--- src/rtl/scba_pkg.sv ---
// Shared types and constants for the six-channel boxcar average scaler.
`default_nettype none

package scba_pkg;

  localparam int SAMPLE_W   = 12;
  localparam int LEVEL_W    = 16;
  localparam int VDDA_W     = 12;
  localparam int GAIN_W     = 16;
  localparam int GAIN_FRAC  = 12;
  localparam int NUM_RANKS  = 6;
  localparam int CFG_IDX_W  = 3;
  localparam int CFG_DATA_W = 16;
  localparam int MV_PROD_W  = SAMPLE_W + VDDA_W;
  localparam int LVL_PROD_W = SAMPLE_W + GAIN_W;

  localparam logic [VDDA_W-1:0] VDDA_RESET = 12'd3300;
  localparam logic [GAIN_W-1:0] GAIN_RESET = 16'd4096;
  localparam logic [SAMPLE_W:0] FULL_SCALE = 13'd4095;

  localparam logic [CFG_IDX_W-1:0] REG_VDDA  = 3'd0;
  localparam logic [CFG_IDX_W-1:0] REG_GAIN0 = 3'd1;

  typedef struct packed {
    logic [SAMPLE_W-1:0] sample0;
    logic [SAMPLE_W-1:0] sample1;
    logic [SAMPLE_W-1:0] sample2;
    logic [SAMPLE_W-1:0] sample3;
    logic [SAMPLE_W-1:0] sample4;
    logic [SAMPLE_W-1:0] sample5;
  } in_t;

  typedef struct packed {
    logic [LEVEL_W-1:0] level0;
    logic [LEVEL_W-1:0] level1;
    logic [LEVEL_W-1:0] level2;
    logic [LEVEL_W-1:0] level3;
    logic [LEVEL_W-1:0] level4;
    logic [LEVEL_W-1:0] level5;
  } out_t;

endpackage

`default_nettype wire

--- src/rtl/six_channel_boxcar_average_scaler_core.sv ---
// Top level of the six-channel boxcar average scaler.
//
// The input channel carries one ADC scan per beat (six 12-bit samples); the
// output channel carries one beat of six 16-bit scaled levels per scan. Both
// use valid/ready. Configuration is a plain write port: index 0 is the
// reference voltage in millivolts, indexes 1 to 6 the Q4.12 gains.
// A scan row of the sample history lives in one RAM of WINDOW rows; accepting
// a beat reads the old row, which is written back with the new samples on the
// next cycle. The channels then pass one per cycle through a shared
// five-stage scaling pipeline (window sum, reciprocal multiply for the
// average, millivolt multiply, divide by 4095, gain multiply).
// The output beat becomes valid once the last channel has left the pipeline,
// and a new beat is accepted only after the previous scan has drained from
// it, since the channels share the one pipeline.
// A finished result waits in the output register while the next scan is
// taken; if the receiver still stalls when the following result is done, the
// block holds it and drops input ready until the output register frees.
// Reset (synchronous) clears the window sums and the write position, marks the
// history empty, restores the register defaults, and needs no clearing pass.
`default_nettype none

module six_channel_boxcar_average_scaler_core #(
  parameter int WINDOW   = 16,
  parameter int CHANNELS = 6
) (
  input  wire logic                                  clk,
  input  wire logic                                  rst,
  input  wire logic                                  in_valid,
  output logic                                       in_ready,
  input  wire scba_pkg::in_t                         in_data,
  output logic                                       out_valid,
  input  wire logic                                  out_ready,
  output scba_pkg::out_t                             out_data,
  input  wire logic                                  cfg_we,
  input  wire logic [scba_pkg::CFG_IDX_W-1:0]        cfg_index,
  input  wire logic [scba_pkg::CFG_DATA_W-1:0]       cfg_data
);

  localparam int SW      = scba_pkg::SAMPLE_W;
  localparam int LW      = scba_pkg::LEVEL_W;
  localparam int NR      = scba_pkg::NUM_RANKS;
  localparam int SLOT_W  = (WINDOW > 1) ? $clog2(WINDOW) : 1;
  localparam int CH_W    = (CHANNELS > 1) ? $clog2(CHANNELS) : 1;
  localparam int SUM_W   = SW + $clog2(WINDOW);
  localparam int SHIFT   = SUM_W + $clog2(WINDOW);
  localparam int RECIP_W = SUM_W + 1;
  localparam int PROD_W  = SUM_W + RECIP_W;
  localparam int ROW_W   = CHANNELS * SW;
  localparam int MVP_W   = scba_pkg::MV_PROD_W;
  localparam int LVP_W   = scba_pkg::LVL_PROD_W;
  localparam logic [RECIP_W-1:0] RECIP =
    RECIP_W'(((64'd1 << SHIFT) + 64'(WINDOW) - 64'd1) / 64'(WINDOW));
  localparam logic [SLOT_W-1:0] SLOT_LAST = SLOT_W'(WINDOW - 1);
  localparam logic [CH_W-1:0]   CH_LAST   = CH_W'(CHANNELS - 1);

  localparam logic [1:0] ST_IDLE   = 2'd0;
  localparam logic [1:0] ST_RUN    = 2'd1;
  localparam logic [1:0] ST_DRAIN  = 2'd2;
  localparam logic [1:0] ST_FINISH = 2'd3;

  logic [1:0]  state;
  logic [CH_W-1:0] ch;
  logic [SLOT_W-1:0] slot;
  logic        filled;
  logic        rd_live;
  logic        accept;
  logic        out_free;

  logic [scba_pkg::VDDA_W-1:0] vdda;
  logic [scba_pkg::GAIN_W-1:0] gains [CHANNELS];
  logic [SUM_W-1:0]            sums  [CHANNELS];
  logic [LW-1:0]               levels [CHANNELS];

  logic [NR*SW-1:0] in_flat;
  logic [ROW_W-1:0] new_row;
  logic [ROW_W-1:0] rd_row;
  logic [SW-1:0]    new_smp [CHANNELS];
  logic [SW-1:0]    old_smp [CHANNELS];
  logic [SUM_W-1:0] sum_next;
  logic [NR*LW-1:0] out_flat;
  logic             ram_we;

  logic             v1, v2, v3, v4;
  logic [CH_W-1:0]  c1, c2, c3, c4;
  logic [SUM_W-1:0] s1_sum;
  logic [PROD_W-1:0] p2;
  logic [MVP_W-1:0] x3;
  logic [SW-1:0]    mv4;
  logic [SW-1:0]    avg;
  logic [SW-1:0]    q0;
  logic [SW:0]      rem;
  logic [SW-1:0]    mv_next;
  logic [LVP_W-1:0] lvl_prod;

  assign out_free = !out_valid || out_ready;
  assign in_ready = (state == ST_IDLE) || ((state == ST_FINISH) && out_free);
  assign accept   = in_valid && in_ready;
  assign ram_we   = (state == ST_RUN) && (ch == '0);

  assign in_flat = in_data;

  for (genvar k = 0; k < CHANNELS; k++) begin : g_chan
    assign new_smp[k] = new_row[k*SW +: SW];
    assign old_smp[k] = rd_live ? rd_row[k*SW +: SW] : '0;
  end

  for (genvar k = 0; k < NR; k++) begin : g_rank
    if (k < CHANNELS) begin : g_on
      assign out_flat[(NR-1-k)*LW +: LW] = levels[k];
    end else begin : g_off
      assign out_flat[(NR-1-k)*LW +: LW] = '0;
    end
  end

  scba_ram #(
    .WIDTH (ROW_W),
    .DEPTH (WINDOW)
  ) u_ring (
    .clk   (clk),
    .we    (ram_we),
    .waddr (slot),
    .wdata (new_row),
    .re    (accept),
    .raddr (slot),
    .rdata (rd_row)
  );

  always_comb begin
    sum_next = sums[ch] + SUM_W'(new_smp[ch]) - SUM_W'(old_smp[ch]);
    avg      = p2[SHIFT +: SW];
    q0       = x3[MVP_W-1 -: SW];
    rem      = (SW+1)'(x3[SW-1:0]) + (SW+1)'(q0);
    if (rem >= (scba_pkg::FULL_SCALE << 1)) begin
      mv_next = q0 + SW'(2);
    end else if (rem >= scba_pkg::FULL_SCALE) begin
      mv_next = q0 + SW'(1);
    end else begin
      mv_next = q0;
    end
    lvl_prod = LVP_W'(mv4) * LVP_W'(gains[c4]);
  end

  always_ff @(posedge clk) begin
    if (rst) begin
      vdda <= scba_pkg::VDDA_RESET;
      for (int k = 0; k < CHANNELS; k++) begin
        gains[k] <= scba_pkg::GAIN_RESET;
      end
    end else if (cfg_we) begin
      if (cfg_index == scba_pkg::REG_VDDA) begin
        vdda <= cfg_data[scba_pkg::VDDA_W-1:0];
      end
      for (int k = 0; k < CHANNELS; k++) begin
        if (cfg_index == scba_pkg::REG_GAIN0 + scba_pkg::CFG_IDX_W'(k)) begin
          gains[k] <= cfg_data;
        end
      end
    end
  end

  always_ff @(posedge clk) begin
    if (rst) begin
      state     <= ST_IDLE;
      ch        <= '0;
      slot      <= '0;
      filled    <= 1'b0;
      rd_live   <= 1'b0;
      out_valid <= 1'b0;
      v1        <= 1'b0;
      v2        <= 1'b0;
      v3        <= 1'b0;
      v4        <= 1'b0;
      for (int k = 0; k < CHANNELS; k++) begin
        sums[k] <= '0;
      end
    end else begin
      v1 <= (state == ST_RUN);
      v2 <= v1;
      v3 <= v2;
      v4 <= v3;
      if (accept) begin
        rd_live <= filled;
      end
      if (state == ST_FINISH && out_free) begin
        out_valid <= 1'b1;
      end else if (out_ready) begin
        out_valid <= 1'b0;
      end
      if (ram_we) begin
        slot <= (slot == SLOT_LAST) ? '0 : slot + SLOT_W'(1);
        if (slot == SLOT_LAST) begin
          filled <= 1'b1;
        end
      end
      if (state == ST_RUN) begin
        sums[ch] <= sum_next;
      end
      unique case (state)
        ST_IDLE: begin
          if (accept) begin
            state <= ST_RUN;
          end
        end
        ST_RUN: begin
          if (ch == CH_LAST) begin
            ch    <= '0;
            state <= ST_DRAIN;
          end else begin
            ch <= ch + CH_W'(1);
          end
        end
        ST_DRAIN: begin
          if (v4 && c4 == CH_LAST) begin
            state <= ST_FINISH;
          end
        end
        ST_FINISH: begin
          if (accept) begin
            state <= ST_RUN;
          end else if (out_free) begin
            state <= ST_IDLE;
          end
        end
        default: begin
          state <= ST_IDLE;
        end
      endcase
    end
  end

  always_ff @(posedge clk) begin
    if (accept) begin
      for (int k = 0; k < CHANNELS; k++) begin
        new_row[k*SW +: SW] <= in_flat[(NR-1-k)*SW +: SW];
      end
    end
    if (state == ST_FINISH && out_free) begin
      out_data <= scba_pkg::out_t'(out_flat);
    end
    c1     <= ch;
    c2     <= c1;
    c3     <= c2;
    c4     <= c3;
    s1_sum <= sum_next;
    p2     <= PROD_W'(s1_sum) * PROD_W'(RECIP);
    x3     <= MVP_W'(avg) * MVP_W'(vdda);
    mv4    <= mv_next;
    if (v4) begin
      levels[c4] <= lvl_prod[LVP_W-1 -: LW];
    end
  end

`ifndef ASSERT_OFF
  a_idle_pipe: assert property (@(posedge clk) disable iff (rst)
    in_ready |-> !(v1 || v2 || v3 || v4))
    else $error("input taken while the scaling pipeline is busy");

  a_start_run: assert property (@(posedge clk) disable iff (rst)
    accept |=> (state == ST_RUN) && (ch == '0))
    else $error("accepted scan did not start at the first channel");

  a_result_load: assert property (@(posedge clk) disable iff (rst)
    (state == ST_FINISH) && out_free |=> out_valid)
    else $error("finished result was not loaded into the output register");
`endif

endmodule

`default_nettype wire

--- src/rtl/scba_ram.sv ---
// Generic simple dual-port RAM with one write port and a registered read port.
`default_nettype none

module scba_ram #(
  parameter int WIDTH = 72,
  parameter int DEPTH = 16
) (
  input  wire logic                                      clk,
  input  wire logic                                      we,
  input  wire logic [$clog2(DEPTH > 1 ? DEPTH : 2)-1:0]  waddr,
  input  wire logic [WIDTH-1:0]                          wdata,
  input  wire logic                                      re,
  input  wire logic [$clog2(DEPTH > 1 ? DEPTH : 2)-1:0]  raddr,
  output logic      [WIDTH-1:0]                          rdata
);

  logic [WIDTH-1:0] mem [DEPTH];

  always_ff @(posedge clk) begin
    if (we) begin
      mem[waddr] <= wdata;
    end
    if (re) begin
      rdata <= mem[raddr];
    end
  end

endmodule

`default_nettype wire
--- config.mk ---
export PLATFORM = sky130hd
export DESIGN_NAME = six_channel_boxcar_average_scaler_core
export DESIGN_NICKNAME = d
export VERILOG_FILES = /design/src/rtl/scba_pkg.sv /design/src/rtl/six_channel_boxcar_average_scaler_core.sv /design/src/rtl/scba_ram.sv
export SDC_FILE = /design/constraint.sdc
export NUM_CORES = 2
export LEC_CHECK = 0
export BUFFER_PORTS_ARGS = -buffer_cell sky130_fd_sc_hd__buf_2
export CORE_ASPECT_RATIO = 0.5
export CORE_MARGIN = 4
export CORE_UTILIZATION = 25
export DETAILED_ROUTE_END_ITERATION = 12
export GPL_ROUTABILITY_DRIVEN = 0
export GPL_TIMING_DRIVEN = 0
export PLACE_DENSITY = 0.41
export RECOVER_POWER = 25
export SLEW_MARGIN = 20
export SYNTH_ARGS = -nofsm -noshare
export SYNTH_HDL_FRONTEND = slang
export SYNTH_SLANG_ARGS = --single-unit
--- constraint.sdc ---
create_clock -name clk -period 23.9 [get_ports clk]
set_input_delay 4.78 -clock clk [delete_from_list [all_inputs] [get_ports clk]]
set_output_delay 4.78 -clock clk [all_outputs]
set_load 0.01 [all_outputs]
==> impl_results.md <==
* Status: complete, no violations
* Setup TNS at 0 ns
* RSZ-0062 raised after global routing: no
* Initial Util at 0.252
* Final instance area at between 0.09 and 0.1 mm^2
* Worst R2R End: levels[2][15]$_DFFE_PP_
* Arrival @ worst endpoint at slightly below 6 ns
* Final setup vio count at 0
* Vias in the first global route at approximately 44k
* Ys async rst share at 0
* Slew Limit Fails at 0
* Clock Latency Late Sink at approximately 0.85 ns
* Drt via density at 4.46
* Syn Std Cell Area at a little under 0.08 mm^2
* DR pass1 iterations at 5
* GRT Util Overall at 0.139
* Largest net degree at the start of global routing at 39
* R2r setup slk at between 15 and 20 ns
* Fill cells at 30.8k
* PostCTS Resize Cnt at 0
* Max Cap Violations at 0
* Root Driver: clkbuf_16
* Synthesized flop and latch total at ~1.8k
* Yosys cell types at ~80
* Die height at between 400 and 500 um
* Register area at 0.0535 mm^2
* Critical path class: in2out
* Layout Nets at about 5.5k
* Area occupied by multi-input gates at about 0.024 mm^2
* Detailed Place HPWL at between 150000 and 200000 um
* Crit end category: primary output
* Post CTS Setup Buffer Count at 0
* Setup Skew at roughly 0.095 ns
* CTS tree: yes
* Worst setup SP type: input pin
* Slowest stage delay, CP at approximately 0.35 ns
* Hold depth at 0
* Yosys warns at 0
* CTS Buffer Depth at 4
* Fin crit share at 0.443
* Die area at around 0.33 mm^2
* # IOs at about 190
* Clk sinks at approximately 1.8k
* Core area at between 0.3 and 0.4 mm^2
* Worst path cell trace: buf_2, nor2b_1, nor2b_4, or2_2, buf_2
* Area Growth Syn to Fin at 18.4%
* Tightest Pin Transition at between 1 and 1.5 ns
* Max Clk Rate at between 90 and 100 MHz
* Hold Crit Class: reg2reg
* Top delay family on crit path: simple AND/OR/NAND/NOR gates
* Crit path max fanout at 3
* CP bufs+invs at 2
* Slowest CP cell: nor2b_1
* Final min period at 10.58 ns
* Avg Cell Area, Syn at between 15 and 20 um^2
* Average wire per standard cell at 24.7 um
* Total CTS buffers at ~180
* Sequential-to-total area share from yosys stat at 0.677
* Max_slew headroom at 0.220
* Layout cells sized above 1 at 0.224
* Die W at 803 um
* Crit path required time at about 19 ns
* Vias at 41.3k
* I/O Buffers at 192
* Reg2reg path depth at 25
* Worst hold slack at approximately 0.32 ns
* First-pass GRT wire length at ~330000 um
* Residual DRC at 0
* Min-delay src: c2[0]$_DFF_P_
* Number of H-tree levels at 4
* # hold bufs at CTS at 0
* Top FF cell, synth: edfxtp_1
* Clock transition at path regs at roughly 0.06 ns
* Number of enable flip-flop cells after synthesis at between 1.5k and 2k
* Final Hold Viols at 0
* Placed instance area at about 0.088 mm^2
* Mapped Nets at 4932
* Most frequent CP cell: buf_2
* Post-DRT Antenna Nets at 0
* Row cnt at 145
* Initial antenna violation count at 32
* Hold path endpoint: c3[0]$_DFF_P_
* Syn Inst Count at between 4k and 5k
* Grt total ovfl at 0
* Worst r2r src: c4[0]$_DFF_P_
* DRT Wirelength at between 200000 and 250000 um
* DRT iter0 DRCs at approximately 3.7k
[cell usage after synthesis, types with 9 or more instances]
library cell,count,area [um^2]
a211oi_1,17,128
a21o_1,11,82.6
a21oi_1,75,375
and2_1,212,1330
and3_1,10,62.6
buf_1,32,120
buf_2,9,45.0
clkbuf_1,150,563
dfxtp_1,103,2060
edfxtp_1,1712,51400
fa_1,252,5040
ha_1,163,2040
inv_1,346,1300
mux2_2,18,203
mux2i_1,46,460
mux4_2,420,9460
nand2_1,323,1210
nand2b_1,19,119
nand3_1,26,130
nand4_1,12,75.1
nor2_1,178,668
nor2b_1,19,119
nor3_1,40,200
o21ai_0,30,150
o22ai_1,20,125
xnor2_1,37,324
xor2_1,24,210
[cell usage in the layout (no fill, tap or decap), types with 26 or more instances in the layout]
| cell type | n |
|---|---|
| mux2i_1 | 46 |
| buf_4 | 52 |
| fa_1 | 252 |
| nand2_1 | 323 |
| and2_1 | 210 |
| inv_1 | 346 |
| clkinv_1 | 32 |
| mux4_2 | 420 |
| dfxtp_1 | 103 |
| clkbuf_1 | 161 |
| a21oi_1 | 75 |
| buf_16 | 37 |
| xnor2_1 | 37 |
| nor3_1 | 34 |
| buf_2 | 215 |
| clkbuf_16 | 185 |
| edfxtp_1 | 1712 |
| ha_1 | 163 |
| nand3_1 | 26 |
| buf_12 | 36 |
| clkinv_2 | 31 |
| nor2_1 | 164 |
[worst max path at each step]
stage              start  cells past startpoint                    end
6_report       out_ready                      5               in_ready
5_1_grt        out_ready                      5               in_ready
4_1_cts        out_ready                      5               in_ready
3_5_place_dp   out_ready                      5               in_ready
3_3_place_gp   out_ready                      7  state[0]$_SDFFE_PP0P_
2_1_floorplan  out_ready                      3               in_ready
[sequential cells by signal (all words and copies together), names as in the netlist, 4 cells and up, named ones only]
| signal | flops |
|---|---|
| u_ring.rdata | 72 |
| mv4 | 12 |
| x3 | 24 |
| s1_sum | 12 |
| new_row | 72 |
| gains | 96 |
| levels | 96 |
| u_ring.mem | 1152 |
| out_data | 96 |
| p2 | 12 |
| sums | 128 |
| vdda | 12 |
| slot | 4 |
[final cells by class]
type	count	area share
clock inverter	97	0.00925
timing repair buffer	337	0.0354
inverter	346	0.0139
buffer	192	0.00842
sequential	1815	0.572
clock buffer	222	0.0514
multi-input combinational	2068	0.254
tap	4189	0.0560
antenna	5	0.000134
[per-layer routing]
metal  vias up  global-route usage  wire length, um
met4         0              0.0331             5270
met5         -                   0                0
met1     22100               0.185            99800
li1      17700                   -                -
met3       301              0.0222            11400
met2      1152               0.237           113000
[per-stage QoR]
stage          instances  setup slack [ns]   util
2_1_floorplan       4421              9.38      -
3_3_place_gp        8802              3.26  0.272
3_5_place_dp        8947             13.25  0.280
4_1_cts             9266             13.24  0.298
5_1_grt             9270             13.24  0.298
6_report            9271             13.32  0.298
[logic make-up after synthesis]
logic type | Yosys count | share of synthesized area
adder cells (fa/ha/maj) | 415 | 0.0897
AND/OR/NAND/NOR | 881 | 0.0537
multiplexers | 485 | 0.128
buffers and inverters | 538 | 0.0258
flip-flops | 1815 | 0.677
XOR/XNOR | 61 | 0.00676
AO/OA/AOI/OAI | 226 | 0.0188
Power is left out: the tool's default activity adds up to more than one toggle a clock period on the data nets, which glitch-free logic cannot reach.
